[config.mk]
export PLATFORM = sky130hd
export DESIGN_NAME = debug_port_serial_shifter
export DESIGN_NICKNAME = d
export VERILOG_FILES = /design/src/rtl/dpss_pkg.sv /design/src/rtl/debug_port_serial_shifter.sv
export SDC_FILE = /design/constraint.sdc
export NUM_CORES = 1
export LEC_CHECK = 0
export ABC_AREA = 1
export BUFFER_PORTS_ARGS = -buffer_cell sky130_fd_sc_hd__buf_2
export CORE_MARGIN = 4
export CORE_UTILIZATION = 53
export CTS_BUF_LIST = sky130_fd_sc_hd__clkbuf_4 sky130_fd_sc_hd__clkbuf_8
export DETAILED_ROUTE_END_ITERATION = 7
export PLACE_DENSITY = 0.82
export SYNTH_ARGS = -nofsm -noshare
export SYNTH_HDL_FRONTEND = slang
export SYNTH_SLANG_ARGS = --single-unit
[constraint.sdc]
create_clock -name clk -period 2.1 [get_ports clk]
set_input_delay 0.21 -clock clk [delete_from_list [all_inputs] [get_ports clk]]
set_output_delay 0.21 -clock clk [all_outputs]
set_load 0.05 [all_outputs]
[src/rtl/dpss_pkg.sv]
// Shared constants for the debug port serial shifter.
// No dependencies; used by the top level and its checker.
`default_nettype none
package dpss_pkg;
	localparam int unsigned WORD_W      = 32;
	localparam int unsigned CNT_W       = 6;
	localparam int unsigned IN_DATA_W   = 40;
	localparam int unsigned OUT_DATA_W  = 40;

	localparam logic [CNT_W-1:0] LEN_FULL  = 6'd32;
	localparam logic [CNT_W-1:0] LEN_SHORT = 6'd7;

	localparam logic ACT_START = 1'b0;
	localparam logic ACT_TICK  = 1'b1;

	localparam logic [1:0] ST_CORE_DATA = 2'd0;
	localparam logic [1:0] ST_SEQ_ERR   = 2'd1;
	localparam logic [1:0] ST_CORE_INT  = 2'd2;

	localparam logic [1:0] ERR_OK      = 2'd0;
	localparam logic [1:0] ERR_SEQ     = 2'd1;
	localparam logic [1:0] ERR_INT     = 2'd2;
endpackage
`default_nettype wire

[src/rtl/debug_port_serial_shifter.sv]
// Debug port serial shifter: master side of a development-port serial transfer.
// Depends on dpss_pkg.
//
// Usage:
//   s_axis carries requests. tuser is the action: start (0) latches prefix and
//   tx_word and arms a transfer; tick (1) carries one DSDO sample and yields
//   at most one DSCK pulse with the DSDI level to drive.
//   m_axis returns exactly one result per request. tlast is done (last data
//   bit clocked); tdata holds pulse, DSDI level, ready, status, rx_word and
//   error code.
//   A request accepted at an edge shows its result at the output register
//   right after that edge. Throughput is one request per cycle while the
//   receiver keeps up; the sequencer state and the 32-bit word select sit
//   between the request handshake and the result register.
//   A stalled receiver holds the result register; s_axis_tready then drops
//   until the result is taken (the output register is reused in the cycle
//   it drains).
//   Reset clears the sequencer to idle, total bits to 32 and all latched
//   words and flags to zero; no result is pending after reset.
`default_nettype none
module debug_port_serial_shifter (
	input  wire logic                             clk,
	input  wire logic                             arst_n,
	input  wire logic                             s_axis_tvalid,
	output logic                                  s_axis_tready,
	// [1:0] prefix, [33:2] tx_word, [34] dsdo_level, [39:35] zero
	input  wire logic [dpss_pkg::IN_DATA_W-1:0]   s_axis_tdata,
	// [0] action
	input  wire logic                             s_axis_tuser,
	output logic                                  m_axis_tvalid,
	input  wire logic                             m_axis_tready,
	// [0] clock_pulse, [1] dsdi_level, [2] ready_bit, [4:3] status,
	// [36:5] rx_word, [38:37] error_code, [39] zero
	output logic [dpss_pkg::OUT_DATA_W-1:0]       m_axis_tdata,
	// done_res
	output logic                                  m_axis_tlast
);
	typedef enum logic [2:0] {
		PH_IDLE = 3'd0,
		PH_WAIT = 3'd1,
		PH_MODE = 3'd2,
		PH_CTRL = 3'd3,
		PH_DATA = 3'd4
	} phase_t;

	localparam int unsigned WW = dpss_pkg::WORD_W;
	localparam int unsigned CW = dpss_pkg::CNT_W;

	phase_t          phase_q, phase_n;
	logic [1:0]      prefix_q, prefix_n;
	logic [WW-1:0]   send_q, send_n;
	logic [CW-1:0]   count_q, count_n;
	logic [CW-1:0]   total_q, total_n;
	logic [1:0]      status_q, status_n;
	logic            ready_q, ready_n;
	logic [WW-1:0]   rx_q, rx_n;

	logic            pulse, dsdi, done;
	logic [1:0]      err;
	logic [CW-1:0]   len;
	logic [4:0]      pos;

	logic            out_valid_q;
	logic            pulse_q, dsdi_q, done_q, ready_out_q;
	logic [1:0]      status_out_q, err_q;
	logic [WW-1:0]   rx_out_q;

	logic            in_accept;
	logic [1:0]      in_prefix;
	logic [WW-1:0]   in_word;
	logic            in_dsdo;

	assign in_prefix = s_axis_tdata[1:0];
	assign in_word   = s_axis_tdata[33:2];
	assign in_dsdo   = s_axis_tdata[34];

	assign s_axis_tready = !out_valid_q || m_axis_tready;
	assign in_accept     = s_axis_tvalid && s_axis_tready;

	assign len = prefix_q[1] ? dpss_pkg::LEN_SHORT : dpss_pkg::LEN_FULL;
	assign pos = 5'(len - 6'd1 - count_q);

	always_comb begin
		phase_n  = phase_q;
		prefix_n = prefix_q;
		send_n   = send_q;
		count_n  = count_q;
		total_n  = total_q;
		status_n = status_q;
		ready_n  = ready_q;
		rx_n     = rx_q;
		pulse    = 1'b0;
		dsdi     = 1'b0;
		done     = 1'b0;
		err      = dpss_pkg::ERR_OK;
		if (s_axis_tuser == dpss_pkg::ACT_START) begin
			prefix_n = in_prefix;
			send_n   = in_word;
			count_n  = '0;
			total_n  = dpss_pkg::LEN_FULL;
			status_n = dpss_pkg::ST_CORE_DATA;
			ready_n  = 1'b0;
			rx_n     = '0;
			phase_n  = PH_WAIT;
		end else begin
			unique case (phase_q)
				PH_IDLE: begin
					phase_n = PH_IDLE;
				end
				PH_WAIT: begin
					pulse = 1'b1;
					if (!in_dsdo) begin
						dsdi    = 1'b1;
						ready_n = in_dsdo;
						phase_n = PH_MODE;
					end
				end
				PH_MODE: begin
					pulse    = 1'b1;
					dsdi     = prefix_q[1];
					status_n = {in_dsdo, 1'b0};
					phase_n  = PH_CTRL;
				end
				PH_CTRL: begin
					pulse    = 1'b1;
					dsdi     = prefix_q[0];
					status_n = {status_q[1], in_dsdo};
					total_n  = (status_n != dpss_pkg::ST_CORE_DATA && prefix_q[1]) ?
						dpss_pkg::LEN_SHORT : dpss_pkg::LEN_FULL;
					count_n  = '0;
					phase_n  = PH_DATA;
				end
				PH_DATA: begin
					pulse   = 1'b1;
					dsdi    = (count_q < len) ? send_q[pos] : 1'b0;
					rx_n    = {rx_q[WW-2:0], in_dsdo};
					count_n = count_q + 6'd1;
					if (count_n >= total_q) begin
						done = 1'b1;
						if (status_q == dpss_pkg::ST_SEQ_ERR)
							err = dpss_pkg::ERR_SEQ;
						else if (status_q == dpss_pkg::ST_CORE_INT)
							err = dpss_pkg::ERR_INT;
						phase_n = PH_IDLE;
					end
				end
				default: begin
					phase_n = PH_IDLE;
				end
			endcase
		end
	end

	always_ff @(posedge clk or negedge arst_n) begin
		if (!arst_n) begin
			phase_q  <= PH_IDLE;
			prefix_q <= '0;
			send_q   <= '0;
			count_q  <= '0;
			total_q  <= dpss_pkg::LEN_FULL;
			status_q <= dpss_pkg::ST_CORE_DATA;
			ready_q  <= 1'b0;
			rx_q     <= '0;
		end else if (in_accept) begin
			phase_q  <= phase_n;
			prefix_q <= prefix_n;
			send_q   <= send_n;
			count_q  <= count_n;
			total_q  <= total_n;
			status_q <= status_n;
			ready_q  <= ready_n;
			rx_q     <= rx_n;
		end
	end

	always_ff @(posedge clk or negedge arst_n) begin
		if (!arst_n) begin
			out_valid_q <= 1'b0;
		end else if (in_accept) begin
			out_valid_q <= 1'b1;
		end else if (m_axis_tready) begin
			out_valid_q <= 1'b0;
		end
	end

	// result payload
	always_ff @(posedge clk) begin
		if (in_accept) begin
			pulse_q      <= pulse;
			dsdi_q       <= dsdi;
			done_q       <= done;
			ready_out_q  <= ready_n;
			status_out_q <= status_n;
			rx_out_q     <= rx_n;
			err_q        <= err;
		end
	end

	assign m_axis_tvalid = out_valid_q;
	assign m_axis_tlast  = done_q;
	assign m_axis_tdata  = {1'b0, err_q, rx_out_q, status_out_q, ready_out_q, dsdi_q, pulse_q};
endmodule
`default_nettype wire

# == Yosys cells after proc, flatten, opt, wreduce, memory -nomap -nowiden ==
# Index checks and enable logic that the tools add are counted.
# op_classes
eq_ne,10
mux,28
reduce_logical,14
magnitude_cmp,3
bitwise_logic,3
add_sub_neg,3
# op_table
cell,count
32-bit 2-to-1 mux,2
6-bit 2-to-1 mux,5
3-bit one-hot mux with 4 select lines,1
6-bit one-hot mux with 2 select lines,1
1-bit 2-to-1 mux,11
3-bit 2-to-1 mux,3
2-bit AND reduction,4
4-bit OR reduction,2
"6-bit by 1-bit adder with 6-bit output, second input constant",1
"3-bit by 2-bit equality test with 1-bit output, second input constant",2
6-bit >= comparator,1
"5-bit by 6-bit less-than comparator with 1-bit output, second input constant",1
6-bit less-than comparator,1
"3-bit inequality test, second input constant",2
3-bit AND reduction,2
1-bit binary-select mux with 5-bit select,1
"5-bit by 1-bit subtractor with 5-bit output, second input constant",1
5-bit subtractor,1
2-bit 2-to-1 mux,2
1-bit one-hot mux with 4 select lines,1
2-bit one-hot mux with 2 select lines,1
2-bit nonzero test,2
"3-bit by 1-bit equality test with 1-bit output, second input constant",1
"3-bit equality test, second input constant",1
other kinds (8),11
# totals
inputBits,45
reg_bits,125
out_inout_bits,43

# == Longest topological paths before layout ==
# depth
ltp_word,7
depth_mapped,13
mapped_depth_nobuf,12

# == Worst setup path before layout ==
# Ideal clock, no wire load.
# synth_path
kind,reg-to-reg
start,register out_valid_q (netlist: m_axis_tvalid)
end,register send_q[30]
required_time_ps,1973
arrival_ps,2228
stages_incl_launch_ff,7
setup_time_ps,127
path_slack_ps,-256
path_buffers,1
path_cell_list,dfrtp_1 nand2_2 nand2_2 inv_2 nand2_4 buf_6 mux2_1
# synth_via
elab_chain_cells,4
# synth_lines
element,line,text
"start, declared",debug_port_serial_shifter.sv:63,logic out_valid_q;
"start signal, assigned",debug_port_serial_shifter.sv:178,out_valid_q <= 1'b0;
"start signal, assigned",debug_port_serial_shifter.sv:180,out_valid_q <= 1'b1;
"start signal, assigned",debug_port_serial_shifter.sv:182,out_valid_q <= 1'b0;
1-bit logical NOT,debug_port_serial_shifter.sv:77,assign s_axis_tready = !out_valid_q || m_axis_tready;
1-bit logical OR,debug_port_serial_shifter.sv:77,
named net s_axis_tready,debug_port_serial_shifter.sv:25,"output logic s_axis_tready,"
1-bit logical AND,debug_port_serial_shifter.sv:78,assign in_accept = s_axis_tvalid && s_axis_tready;
named net in_accept,debug_port_serial_shifter.sv:68,logic in_accept;
2-bit AND reduction (no line),-,
"end signal, assigned",debug_port_serial_shifter.sv:167,send_q <= send_n;
"end, declared",debug_port_serial_shifter.sv:51,"logic [WW-1:0] send_q, send_n;"
# The timed path passes the listed nets, and every way through them passes these cells.
# A chain may end at the register's enable or synchronous reset.

# == Final worst setup path ==
# layout_path
start,register prefix_q[1]
end,"register dsdi_q, data pin"
# layout_via
elab_chain_cells,7
word_cells_on_any_way,8
# layout_lines
element,line,text
"start, declared",debug_port_serial_shifter.sv:50,"logic [1:0] prefix_q, prefix_n;"
"start signal, assigned",debug_port_serial_shifter.sv:166,prefix_q <= prefix_n;
6-bit 2-to-1 mux,debug_port_serial_shifter.sv:80,assign len = prefix_q[1] ? dpss_pkg::LEN_SHORT : dpss_pkg::LEN_FULL;
5-bit by 1-bit subtractor with 5-bit output,debug_port_serial_shifter.sv:81,assign pos = 5'(len - 6'd1 - count_q);
5-bit subtractor,debug_port_serial_shifter.sv:81,
1-bit binary-select mux with 5-bit select,debug_port_serial_shifter.sv:135,dsdi = (count_q < len) ? send_q[pos] : 1'b0;
1-bit 2-to-1 mux (implied by the code),debug_port_serial_shifter.sv:135,
1-bit 2-to-1 mux,debug_port_serial_shifter.sv:135,
1-bit one-hot mux with 4 select lines (*),debug_port_serial_shifter.sv:106,unique case (phase_q)
"end signal, assigned",debug_port_serial_shifter.sv:190,dsdi_q <= dsdi;
"end, declared",debug_port_serial_shifter.sv:64,"logic pulse_q, dsdi_q, done_q, ready_out_q;"
# Mark *: on every way between the ends. The rest lies on a longest branch, timed or not. The select of a mux whose other input is x is not followed.

==> reports/results.ini <==
[outcome]
status=complete, but fails checks
violations=negative setup slack

[timing]
finClkSkew_ns=0.00827
setup_viol=1
drv_slew=0
fmax_mhz=467
rsz0062_at_grt=true
hold_ws_ns=0.0138
tns_ns=-0.0431
setup_ws_ns=-0.0431
fin_crit_ns=2.14
relSlewSlack_pct=64.7
hold_viol=0
tightest_slew_ns=0.529
post-route-period-util_pct=102

[worst_setup_path]
rrSetupSlack_ns=-0.04
crit_arrival_ns=2.32
crit_required_ns=2.27
start_kind=flip-flop
rr_worst_depth=10
rr_endpoint=dsdi_q
cp-end-kind=flip-flop
critical_path_class=reg -> reg
r2r_start=prefix_q[1]
worstPathMaxFanout=6

[global_routing]
overflow=0
grt_max_degree=44
grt_pass1_wl_mm=17.6
grt_pass1_vias=3929
grt.total_usage_pct=18.6
antenna_found_initial=0

[cells_and_area]
antenna_cells=0
fin_util_pct=68.1
nFillCells=680
finish.instance_area_um2=6780
finish.net_count=694
finalNonFillerCells=782
drive_above_1_share_pct=31.3
area_delta_synth_final_pct=22.8

[logic_synthesis]
yosys_warnings=0
synth_most_common_cell=nand2_1
synth_top_area_share_pct=36.3
async_reset_ff_share_pct=66.9
seq_area_frac_synth_pct=58.5
netlist_top_cells_area=dfrtp_1 (36%), edfxtp_1 (22%), nand2_1 (6.7%)
synth-seq-cells=121
syn-cell-area_um2=5520
avgSynthCellArea_um2=10.4
synth_edf_count=40
syn_inst=530
syn_nets=588
synth_common_cells=nand2_1 (98), dfrtp_1 (80), inv_1 (67)
ys_types=36
yosysTopAreaCell=dfrtp_1
synth_flop_cell=dfrtp_1

[place]
io_buffers=81
dp_hpwl_mm=7.11
dpl_cell_area_um2=6020
gp_congestion=0.876
dpl.cell_count=731
dp_worst_setup_slack_ns=-0.000937

[drt]
wire_per_inst_um=14.0
ant_nets=0
drt-initial-drc-count=231
via_count=4166
wl_met2_mm=5.44
drc=0
top_layer_used=met4
wirelength_mm=10.9
firstDrtPassIters=5
route.met3.wl_um=703
vias_per_cell=5.33
wl_met1_mm=4.52

[floorplanning]
num_io_pins=88
die_w_um=110
start_util_pct=55.5
fp.dieH_um=110
die-area_um2=12100
core_area_um2=9950
rows=36

[min_path]
min-delay-start=s_axis_tdata[31]
hold_class=in -> reg
min_to=send_q[29]
min_path_cells=2

[clock_network]
clock_sinks=121
root_buffer=clkbuf_8
cts_tree=done
clk_path_buf_depth=2
clk_pin_slew_ns=0.07
insertion_delay_ns=0.43
cts_inserted_buffers=17
cts_max_level=4

[power_and_ir_drop]
power_mw=6.28
p_per_area_nw_per_um2=926
ir_drop_v=0.000541
p_leak_nw=3.08

[flow_run]
maxCapViolations=0

## where the power goes
| part | total (mW) | switching [mW] | internal (mW) |
|---|---|---|---|
| registers | 2.78 | 0.121 | 2.66 |
| clock network | 2.06 | 0.895 | 1.17 |
| logic | 1.43 | 0.909 | 0.525 |
| total | 6.28 | 1.93 | 4.35 |
## layer usage
| metal | vias to the layer above | GRT usage [%] |
|---|---|---|
| met5 | - | 0 |
| met4 | 0 | 7.03 |
| met3 | 32 | 3.96 |
| met2 | 161 | 31.7 |
| met1 | 1967 | 23.4 |
| li1 | 2006 | - |
## worst max-delay path, cell delays in order (launching register included)
cell and delay (ns):
dfrtp_1 0.43, ha_4 0.19, fa_2 0.60, buf_6 0.17
nand3_2 0.08, nand3_2 0.07, nand3_2 0.08, nand2_2 0.08
nand2_2 0.05, nand3_2 0.08, a21oi_2 0.05
## what timing repair did
action / CTS / global route
buffers inserted: 0 / 2
hold buffers: 17 / 0
setup endpoints to repair: 2 / 7
pin swaps: 3 / 22
resized for setup: 5 / 33
hold endpoints to repair: 53 / 0
## registers in the layout (all words and copies together) (netlist names)
| name | count |
|---|---|
| rx_out_q | 32 |
| dsdi_q | 1 |
| count_q | 6 |
| status_out_q | 2 |
| m_axis_tvalid | 1 |
| err_q | 2 |
| pulse_q | 1 |
| send_q | 32 |
| total_q | 2 |
| ready_out_q | 1 |
| rx_q | 32 |
| m_axis_tlast | 1 |
| status_q | 2 |
| prefix_q | 2 |
| phase_q | 3 |
| ready_q | 1 |
## cell families (layout without fill, tap and decap cells)
group | after synthesis | in the layout | synth area share (%)
and+or+nand+nor | 168 | 168 | 13.5
buffers and inverters | 98 | 217 | 8.14
AOI/OAI and AO/OA | 92 | 92 | 9.43
DFF | 121 | 121 | 58.5
adders and majority gates | 13 | 13 | 3.08
muxes | 32 | 32 | 6.53
xor gates and xnor gates | 5 | 5 | 0.793
other | 1 | 1 | 0.0679
## worst max path at each step
stage,from,endpoint,slack [ns],cells past startpoint
floorplan,m_axis_tvalid,send_q[30],0.04,6
global placement,count_q[0],dsdi_q,0.02,11
detailed placement,count_q[0],dsdi_q,-0.0009,11
CTS,count_q[0],dsdi_q,0.0007,11
global route,prefix_q[1],dsdi_q,-0.11,10
finish,prefix_q[1],dsdi_q,-0.04,10
## layout make-up
cell class                      instances  area [um2]  area share (%)
Sequential cell                       121        3230            47.6
Multi-Input combinational cell        311        2000            29.5
Timing Repair Buffer                  111         703            10.4
Inverter                               74         287            4.23
Clock buffer                           18         241            3.56
Tap cell                              133         166            2.45
Clock inverter                         14         156            2.31
## cells in the final DEF (no fill, tap or decap), types with 9 or more instances in the layout
| cell type | n |
|---|---|
| buf_2 | 80 |
| buf_4 | 9 |
| clkbuf_8 | 17 |
| dfrtp_1 | 80 |
| dlygate4sd3_1 | 17 |
| edfxtp_1 | 40 |
| ha_1 | 9 |
| inv_1 | 65 |
| mux2_2 | 28 |
| nand2_1 | 93 |
| nand3_1 | 23 |
| nand3_2 | 18 |
| nor2_1 | 14 |
| o21ai_0 | 32 |
| o21ai_1 | 9 |
| o22ai_1 | 37 |
(Power assumes the default switching activity.)
